--- config.mk ---
export PLATFORM = sky130hd
export DESIGN_NAME = sorted_region_table_insert
export DESIGN_NICKNAME = d
export VERILOG_FILES = /design/src/hw/rtl/srti_pkg.sv /design/src/hw/rtl/sorted_region_table_insert.sv
export SDC_FILE = /design/constraint.sdc
export NUM_CORES = 2
export LEC_CHECK = 0
export ABC_AREA = 1
export ABC_CLOCK_PERIOD_IN_PS = 9900
export BUFFER_PORTS_ARGS = -buffer_cell sky130_fd_sc_hd__buf_4
export CAP_MARGIN = 20
export CORE_AREA = 2 2 661 663
export DETAILED_ROUTE_END_ITERATION = 16
export DIE_AREA = 0 0 663 665
export PLACE_DENSITY = 0.55
export SLEW_MARGIN = 20
export SYNTH_ARGS = -nofsm -noshare
export SYNTH_HDL_FRONTEND = slang
export SYNTH_SLANG_ARGS = --single-unit
--- constraint.sdc ---
create_clock -name aclk -period 9.9 [get_ports aclk]
set_input_delay 1.98 -clock aclk [delete_from_list [all_inputs] [get_ports aclk]]
set_output_delay 1.98 -clock aclk [all_outputs]
set_load 0.005 [all_outputs]
--- src/hw/rtl/srti_pkg.sv ---
// Package for the sorted region table insert block.
// Table geometry, field widths and result status codes; no dependencies.
`default_nettype none

package srti_pkg;

    // Table geometry
    localparam int ENTRIES   = 64;
    localparam int ADDR_BITS = 32;
    localparam int IDX_W     = $clog2(ENTRIES);
    localparam int CNT_W     = $clog2(ENTRIES + 1);
    localparam int END_W     = ADDR_BITS + 1;
    localparam int ROW_W     = 2 * ADDR_BITS;

    // Port field widths
    localparam int IN_W     = 32;
    localparam int STATUS_W = 2;
    localparam int SLOT_W   = 6;
    localparam int COUNT_W  = 7;

    // Result status codes
    localparam logic [STATUS_W-1:0] ST_INSERTED = 2'd0;
    localparam logic [STATUS_W-1:0] ST_OVERLAP  = 2'd1;
    localparam logic [STATUS_W-1:0] ST_FULL     = 2'd2;

    typedef logic [ROW_W-1:0] row_t;

endpackage

`default_nettype wire

--- src/hw/rtl/sorted_region_table_insert.sv ---
// Top level of the sorted region table insert block: sequencer, table memory
// and result register. Depends on srti_pkg.
`default_nettype none

// Channel   Ports                                   Direction  Transfer
// input     s_valid s_ready s_region_base           in         s_valid & s_ready
//           s_region_length
// result    m_valid m_ready m_status                out        m_valid & m_ready
//           m_slot_position m_entry_count
//
// One item at a time: s_ready is high only while the sequencer is idle.
// A full table goes straight to the result; an empty one writes row 0 and
// then answers. Otherwise one read port of the table memory sets the pace:
// the scan reads one row per cycle and stops at the insert point, or runs on
// to a tail check behind the last row; the shift then moves the rows from the
// insert point up by one, from the top row down; then comes one write and the
// result.
// Reset clears the sequencer, the entry count and the result valid; the
// table rows need no clearing since only written rows are ever read.
// A stalled result holds in the output register; the sequencer waits for it
// to drain before loading the next one, and s_ready returns on that same edge.

module sorted_region_table_insert
    import srti_pkg::*;
(
    input  wire logic                aclk,
    input  wire logic                aresetn,
    input  wire logic                s_valid,
    output logic                     s_ready,
    input  wire logic [IN_W-1:0]     s_region_base,
    input  wire logic [IN_W-1:0]     s_region_length,
    output logic                     m_valid,
    input  wire logic                m_ready,
    output logic [STATUS_W-1:0]      m_status,
    output logic [SLOT_W-1:0]        m_slot_position,
    output logic [COUNT_W-1:0]       m_entry_count
);

    // Sequencer states
    localparam logic [2:0] S_IDLE  = 3'd0;
    localparam logic [2:0] S_SCAN  = 3'd1;
    localparam logic [2:0] S_TAIL  = 3'd2;
    localparam logic [2:0] S_SHIFT = 3'd3;
    localparam logic [2:0] S_WRITE = 3'd4;
    localparam logic [2:0] S_DONE  = 3'd5;

    // Table memory: base in the upper half of a row, length in the lower
    row_t mem [ENTRIES];

    logic [2:0]            state_reg, state_next;
    logic [ADDR_BITS-1:0]  base_reg, base_next;
    logic [ADDR_BITS-1:0]  len_reg, len_next;
    logic [END_W-1:0]      new_end_reg, new_end_next;
    logic [CNT_W-1:0]      count_reg, count_next;
    logic [IDX_W-1:0]      last_reg, last_next;
    logic [IDX_W-1:0]      idx_reg, idx_next;
    logic                  issue_reg, issue_next;
    logic                  rvalid_reg, rvalid_next;
    logic [IDX_W-1:0]      rd_idx_reg, rd_idx_next;
    row_t                  rd_data_reg;
    logic [END_W-1:0]      prev_end_reg, prev_end_next;
    logic [IDX_W-1:0]      pos_reg, pos_next;
    logic [STATUS_W-1:0]   res_status_reg, res_status_next;
    logic                  m_valid_reg, m_valid_next;
    logic [STATUS_W-1:0]   m_status_reg, m_status_next;
    logic [SLOT_W-1:0]     m_slot_reg, m_slot_next;
    logic [COUNT_W-1:0]    m_count_reg, m_count_next;

    logic                  mem_we;
    logic [IDX_W-1:0]      mem_waddr;
    row_t                  mem_wdata;
    logic [IDX_W-1:0]      mem_raddr;

    logic [ADDR_BITS-1:0]  rd_base, rd_len;
    logic [END_W-1:0]      rd_base_ext, rd_end, base_ext;
    logic [IN_W+ADDR_BITS-1:0] in_base_wide, in_len_wide;
    logic [ADDR_BITS-1:0]  in_base, in_len;
    logic [CNT_W-1:0]      count_m1;
    logic [IDX_W+SLOT_W-1:0]   slot_wide;
    logic [CNT_W+COUNT_W-1:0]  count_wide;
    logic                  in_xfer, out_free;
    logic                  scan_stop, scan_fit;

    assign s_ready = (state_reg == S_IDLE);
    assign in_xfer = s_valid & s_ready;
    assign out_free = ~m_valid_reg | m_ready;

    // Take the low ADDR_BITS of each input field
    assign in_base_wide = {{ADDR_BITS{1'b0}}, s_region_base};
    assign in_len_wide  = {{ADDR_BITS{1'b0}}, s_region_length};
    assign in_base      = in_base_wide[ADDR_BITS-1:0];
    assign in_len       = in_len_wide[ADDR_BITS-1:0];

    assign rd_base     = rd_data_reg[ROW_W-1:ADDR_BITS];
    assign rd_len      = rd_data_reg[ADDR_BITS-1:0];
    assign rd_base_ext = {1'b0, rd_base};
    assign rd_end      = rd_base_ext + {1'b0, rd_len};
    assign base_ext    = {1'b0, base_reg};
    assign count_m1    = count_reg - CNT_W'(1);

    assign slot_wide  = {{SLOT_W{1'b0}}, pos_reg};
    assign count_wide = {{COUNT_W{1'b0}}, count_reg};

    // Fit test on the row just read: in front of the head, or between
    // the previous row and this one
    always_comb begin
        scan_stop = 1'b0;
        scan_fit  = 1'b0;
        if (rd_idx_reg == '0) begin
            if (base_ext < rd_base_ext) begin
                scan_stop = 1'b1;
                scan_fit  = (new_end_reg <= rd_base_ext);
            end
        end else if ((prev_end_reg <= base_ext) && (rd_base_ext >= new_end_reg)) begin
            scan_stop = 1'b1;
            scan_fit  = 1'b1;
        end
    end

    always_comb begin
        state_next      = state_reg;
        base_next       = base_reg;
        len_next        = len_reg;
        new_end_next    = new_end_reg;
        count_next      = count_reg;
        last_next       = last_reg;
        idx_next        = idx_reg;
        issue_next      = issue_reg;
        rvalid_next     = 1'b0;
        rd_idx_next     = rd_idx_reg;
        prev_end_next   = prev_end_reg;
        pos_next        = pos_reg;
        res_status_next = res_status_reg;
        m_valid_next    = m_valid_reg & ~m_ready;
        m_status_next   = m_status_reg;
        m_slot_next     = m_slot_reg;
        m_count_next    = m_count_reg;
        mem_we          = 1'b0;
        mem_waddr       = pos_reg;
        mem_wdata       = {base_reg, len_reg};
        mem_raddr       = idx_reg;

        unique case (state_reg)
            S_IDLE: begin
                if (in_xfer) begin
                    base_next    = in_base;
                    len_next     = in_len;
                    new_end_next = {1'b0, in_base} + {1'b0, in_len};
                    last_next    = count_m1[IDX_W-1:0];
                    pos_next     = '0;
                    idx_next     = '0;
                    issue_next   = 1'b1;
                    if (count_reg >= CNT_W'(ENTRIES)) begin
                        res_status_next = ST_FULL;
                        state_next      = S_DONE;
                    end else if (count_reg == '0) begin
                        state_next = S_WRITE;
                    end else begin
                        state_next = S_SCAN;
                    end
                end
            end

            S_SCAN: begin
                // Issue reads in ascending order, one row per cycle
                if (issue_reg) begin
                    rvalid_next = 1'b1;
                    rd_idx_next = idx_reg;
                    if (idx_reg == last_reg) begin
                        issue_next = 1'b0;
                    end else begin
                        idx_next = idx_reg + IDX_W'(1);
                    end
                end
                if (rvalid_reg) begin
                    prev_end_next = rd_end;
                    if (scan_stop) begin
                        if (scan_fit) begin
                            // Start the shift from the top row down
                            pos_next    = rd_idx_reg;
                            idx_next    = last_reg;
                            issue_next  = 1'b1;
                            rvalid_next = 1'b0;
                            state_next  = S_SHIFT;
                        end else begin
                            res_status_next = ST_OVERLAP;
                            state_next      = S_DONE;
                        end
                    end else if (rd_idx_reg == last_reg) begin
                        state_next = S_TAIL;
                    end
                end
            end

            S_TAIL: begin
                // prev_end now holds the tail's end
                if (prev_end_reg <= base_ext) begin
                    pos_next   = count_reg[IDX_W-1:0];
                    state_next = S_WRITE;
                end else begin
                    res_status_next = ST_OVERLAP;
                    state_next      = S_DONE;
                end
            end

            S_SHIFT: begin
                // Read row j, write it to row j+1 in the cycle after
                if (issue_reg) begin
                    rvalid_next = 1'b1;
                    rd_idx_next = idx_reg;
                    if (idx_reg == pos_reg) begin
                        issue_next = 1'b0;
                    end else begin
                        idx_next = idx_reg - IDX_W'(1);
                    end
                end
                if (rvalid_reg) begin
                    mem_we    = 1'b1;
                    mem_waddr = rd_idx_reg + IDX_W'(1);
                    mem_wdata = rd_data_reg;
                    if (rd_idx_reg == pos_reg) begin
                        state_next = S_WRITE;
                    end
                end
            end

            S_WRITE: begin
                mem_we          = 1'b1;
                count_next      = count_reg + CNT_W'(1);
                res_status_next = ST_INSERTED;
                state_next      = S_DONE;
            end

            S_DONE: begin
                // Hold until the output register is free
                if (out_free) begin
                    m_valid_next  = 1'b1;
                    m_status_next = res_status_reg;
                    m_slot_next   = slot_wide[SLOT_W-1:0];
                    m_count_next  = count_wide[COUNT_W-1:0];
                    state_next    = S_IDLE;
                end
            end

            default: begin
                state_next = S_IDLE;
            end
        endcase
    end

    // Table memory: one write and one registered read per cycle
    always_ff @(posedge aclk) begin
        if (mem_we) begin
            mem[mem_waddr] <= mem_wdata;
        end
        rd_data_reg <= mem[mem_raddr];
    end

    // Control state
    always_ff @(posedge aclk) begin
        if (!aresetn) begin
            state_reg   <= S_IDLE;
            count_reg   <= '0;
            issue_reg   <= 1'b0;
            rvalid_reg  <= 1'b0;
            m_valid_reg <= 1'b0;
        end else begin
            state_reg   <= state_next;
            count_reg   <= count_next;
            issue_reg   <= issue_next;
            rvalid_reg  <= rvalid_next;
            m_valid_reg <= m_valid_next;
        end
    end

    // Payload and working registers
    always_ff @(posedge aclk) begin
        base_reg       <= base_next;
        len_reg        <= len_next;
        new_end_reg    <= new_end_next;
        last_reg       <= last_next;
        idx_reg        <= idx_next;
        rd_idx_reg     <= rd_idx_next;
        prev_end_reg   <= prev_end_next;
        pos_reg        <= pos_next;
        res_status_reg <= res_status_next;
        m_status_reg   <= m_status_next;
        m_slot_reg     <= m_slot_next;
        m_count_reg    <= m_count_next;
    end

    assign m_valid         = m_valid_reg;
    assign m_status        = m_status_reg;
    assign m_slot_position = m_slot_reg;
    assign m_entry_count   = m_count_reg;

endmodule

`default_nettype wire

==> metrics.md <==
| Metric | Value |
|---|---|
| Outcome | `completed` |
| Reg-to-Reg Start | `state_reg[0]` |
| Post-Syn Area | `173000 um2` |
| Comb power frac | `0.256` |
| # resized after CTS | `0` |
| Internal | `34600 uW` |
| CTS Buf Count | `between 400 and 500` |
| Hold crit path type | `register to register` |
| Placed instance area | `181000 um2` |
| Area Overhead vs Synth | `12.8%` |
| Pre-CTS WS | `4210 ps` |
| Pleak | `between 0.06 and 0.07 uW` |
| Clock Sinks | `4344` |
| FMAX | `173 MHz` |
| Max-cap violations | `0` |
| Max_slew headroom | `0.167` |
| IO Pins | `85` |
| Reg-to-reg slack, setup | `4130 ps` |
| Cell Rows | `about 240` |
| Worst setup endpoint | `mem[15][14]` |
| Hold WS | `429 ps` |
| Postcts setup bufs | `0` |
| Via-per-instance ratio | `6.00` |
| Seq/Total Area, Yosys | `0.750` |
| Sw frac | `0.343` |
| Critical Path Source Type | `register` |
| Slew @ Worst Pin | `1250 ps` |
| Remaining DRCs | `0` |
| PwrDens | `270 nW/um2` |
| P_sw | `approximately 18000 uW` |
| CP Launch Point | `state_reg[0]` |
| Reg2Reg Depth | `16` |
| GRT overflow | `0` |
| Period minus WS final | `5770 ps` |
| Fin crit share | `0.583` |
| Crit Path Category | `register to register` |
| Post-synth net total | `13200` |
| Clk_skew | `96.5 ps` |
| Arrival @ worst endpoint | `6410 ps` |
| Commonest cells after routing, fill and taps aside | `4267 x edfxtp_1, 2172 x nor2_1, 1969 x o21ai_0` |
| HPWL after DPL | `313000 um` |
| Clk network pwr share | `0.317` |
| Pin count of the biggest net entering global routing | `200` |
| Area of the core | `433000 um2` |
| Ys flop type | `edfxtp_1` |
| IO Port Bufs | `84` |
| CTS Hold Buffers Added | `0` |
| Layout Utilization | `0.450` |
| Final ANT Viol Nets | `0` |
| Final hold vios | `0` |
| R2r endpoint | `mem[15][14]` |
| Seq cells post-synth | `4344` |
| CP Data Required Time | `10540 ps` |
| Global-route wire length before repair | `802000 um` |
| Endpoints failing setup | `0` |
| Largest register FFs | `4096` |
| Yosys cell types | `49` |
| Total die area | `441000 um2` |
| Clk buf depth | `4` |
| Post-route cell area | `195000 um2` |
| Clock-pin slew on the worst setup and hold paths | `about 60 ps` |
| Routed vias | `114000` |
| Starting DRT DRC Count | `16400` |
| Avg Inst Size Synth | `13.4 um2` |
| Worst-skew pair later-pin latency | `1030 ps` |
| Initial antenna violation count | `15` |
| TritonCTS clock tree | `yes` |
| Avg WL per Cell | `30.0 um` |
| Die Y | `665 um` |
| Async set-reset flop share out of synthesis | `0` |
| Worst vdd ir | `0.000202 V` |
| RSZ-0062 raised after global routing | `no` |
| Most common cell after layout, fill and taps aside | `edfxtp_1` |
| Crit path capture type | `register` |
| Initial Util | `0.399` |
| GP Congestion | `0.863` |
| Layout cells sized above 1 | `0.0874` |
| Cell count after synthesis | `12900` |
| Post-synth EDFFs | `between 4000 and 5000` |
| All-Layer GR Usage | `0.250` |
| DIE WIDTH | `663 um` |
| Routed WL | `570000 um` |
| Sequential power share | `0.427` |
| CP max FO | `103` |
| Final Slew Violations | `0` |
| PnR worst setup slack | `4130 ps` |
| Synth Warn # | `0` |
| Number of global-route vias before repair | `105000` |
| Setup TNS Final | `0 ps` |
| Pre-antenna DRT Iters | `6` |
| Clock tree root driver cell | `clkbuf_16` |
| CTS H-tree depth | `5` |
| Final #Nets | `13100` |
## worst min path at each step
| stage | end | from | slack [ps] | cells after the start |
|---|---|---|---|---|
| final | m_status[0] | res_status_reg[0] | 430 | 0 |
| after CTS | m_status[0] | res_status_reg[0] | 430 | 0 |
| after floorplan | m_status[0] | res_status_reg[0] | 400 | 0 |
| after global routing | m_status[0] | res_status_reg[0] | 440 | 0 |
| after global placement | m_status[0] | res_status_reg[0] | 410 | 0 |
| after detailed placement | m_status[0] | res_status_reg[0] | 420 | 0 |
## layer usage
layer | wire length, um | GRT usage | up-vias
met4 | 23400 | 0.0921 | 4
li1 | - | - | 48900
met1 | 238000 | 0.364 | 58400
met3 | 58600 | 0.0442 | 1062
met5 | 33 | 0 | -
met2 | 250000 | 0.376 | 5773
## through the flow
| stage | cells | total power, uW |
|---|---|---|
| 2_1_floorplan | 12900 | 30600 |
| 3_3_place_gp | 18200 | 36100 |
| 3_5_place_dp | 18200 | 36100 |
| 4_1_cts | 19000 | 52600 |
| 5_1_grt | 19000 | 54600 |
| 6_report | 19000 | 52600 |
## area by class of cell
type                       instances  area, um2
sequential                      4344     130000
tap                             5734       7170
fill                           38600     238000
antenna                            8       20.0
multi-input combinational       7483      39600
clock inverter                   235       2330
clock buffer                     589      12000
timing repair buffer             385       3320
inverter                         231        923
## logic make-up after synthesis
family,Yosys count,synth area share
AOI/OAI and AO/OA,3888,0.131
xor gates and xnor gates,74,0.00375
adders and majority gates,168,0.0122
buffers and inverters,1118,0.0263
DFF,4344,0.750
and+or+nand+nor,3353,0.0767
## cells in the mapped netlist, types with 11 or more instances
cell,count,share of area
a31oi_1,70,0.0025
o21ai_1,144,0.0042
nor2_1,2239,0.049
inv_1,218,0.0047
a32o_1,64,0.0037
clkbuf_1,617,0.013
nand2_2,11,0.00040
o21ai_0,2002,0.058
o22ai_1,646,0.023
ha_1,166,0.012
buf_1,34,0.00074
dfxtp_1,77,0.0089
a21oi_1,392,0.011
nand3_1,377,0.011
nand4_1,13,0.00047
xnor2_1,25,0.0013
o211ai_1,133,0.0058
buf_2,225,0.0065
inv_2,11,0.00024
o221ai_1,394,0.020
xor2_1,49,0.0025
nor4_1,13,0.00047
nor3_1,22,0.00064
edfxtp_1,4267,0.74
nand2_1,660,0.014
a21o_1,13,0.00056
## power by group through the flow
stage               Clock (uW)  Combinational [uW]  Sequential, uW
finish                   16700               13500           22500
global route             17500               14500           22500
CTS                      16800               13400           22400
detailed placement           0               13300           22800
global placement             0               13300           22800
floorplan                    0                8330           22300
## worst max-delay path, cell delays in order, from the launching register on
cell	delay, ps
dfxtp_1	450
inv_2	60
nor2_2	120
inv_2	80
nor2_8	140
inv_2	80
nor2_4	110
buf_12	490
inv_2	120
buf_4	320
o21ai_2	440
inv_2	80
nor2_1	220
nand2_2	330
nor2_4	940
buf_4	870
buf_4	410
No activity file was read; power rests on OpenSTA's default activity.
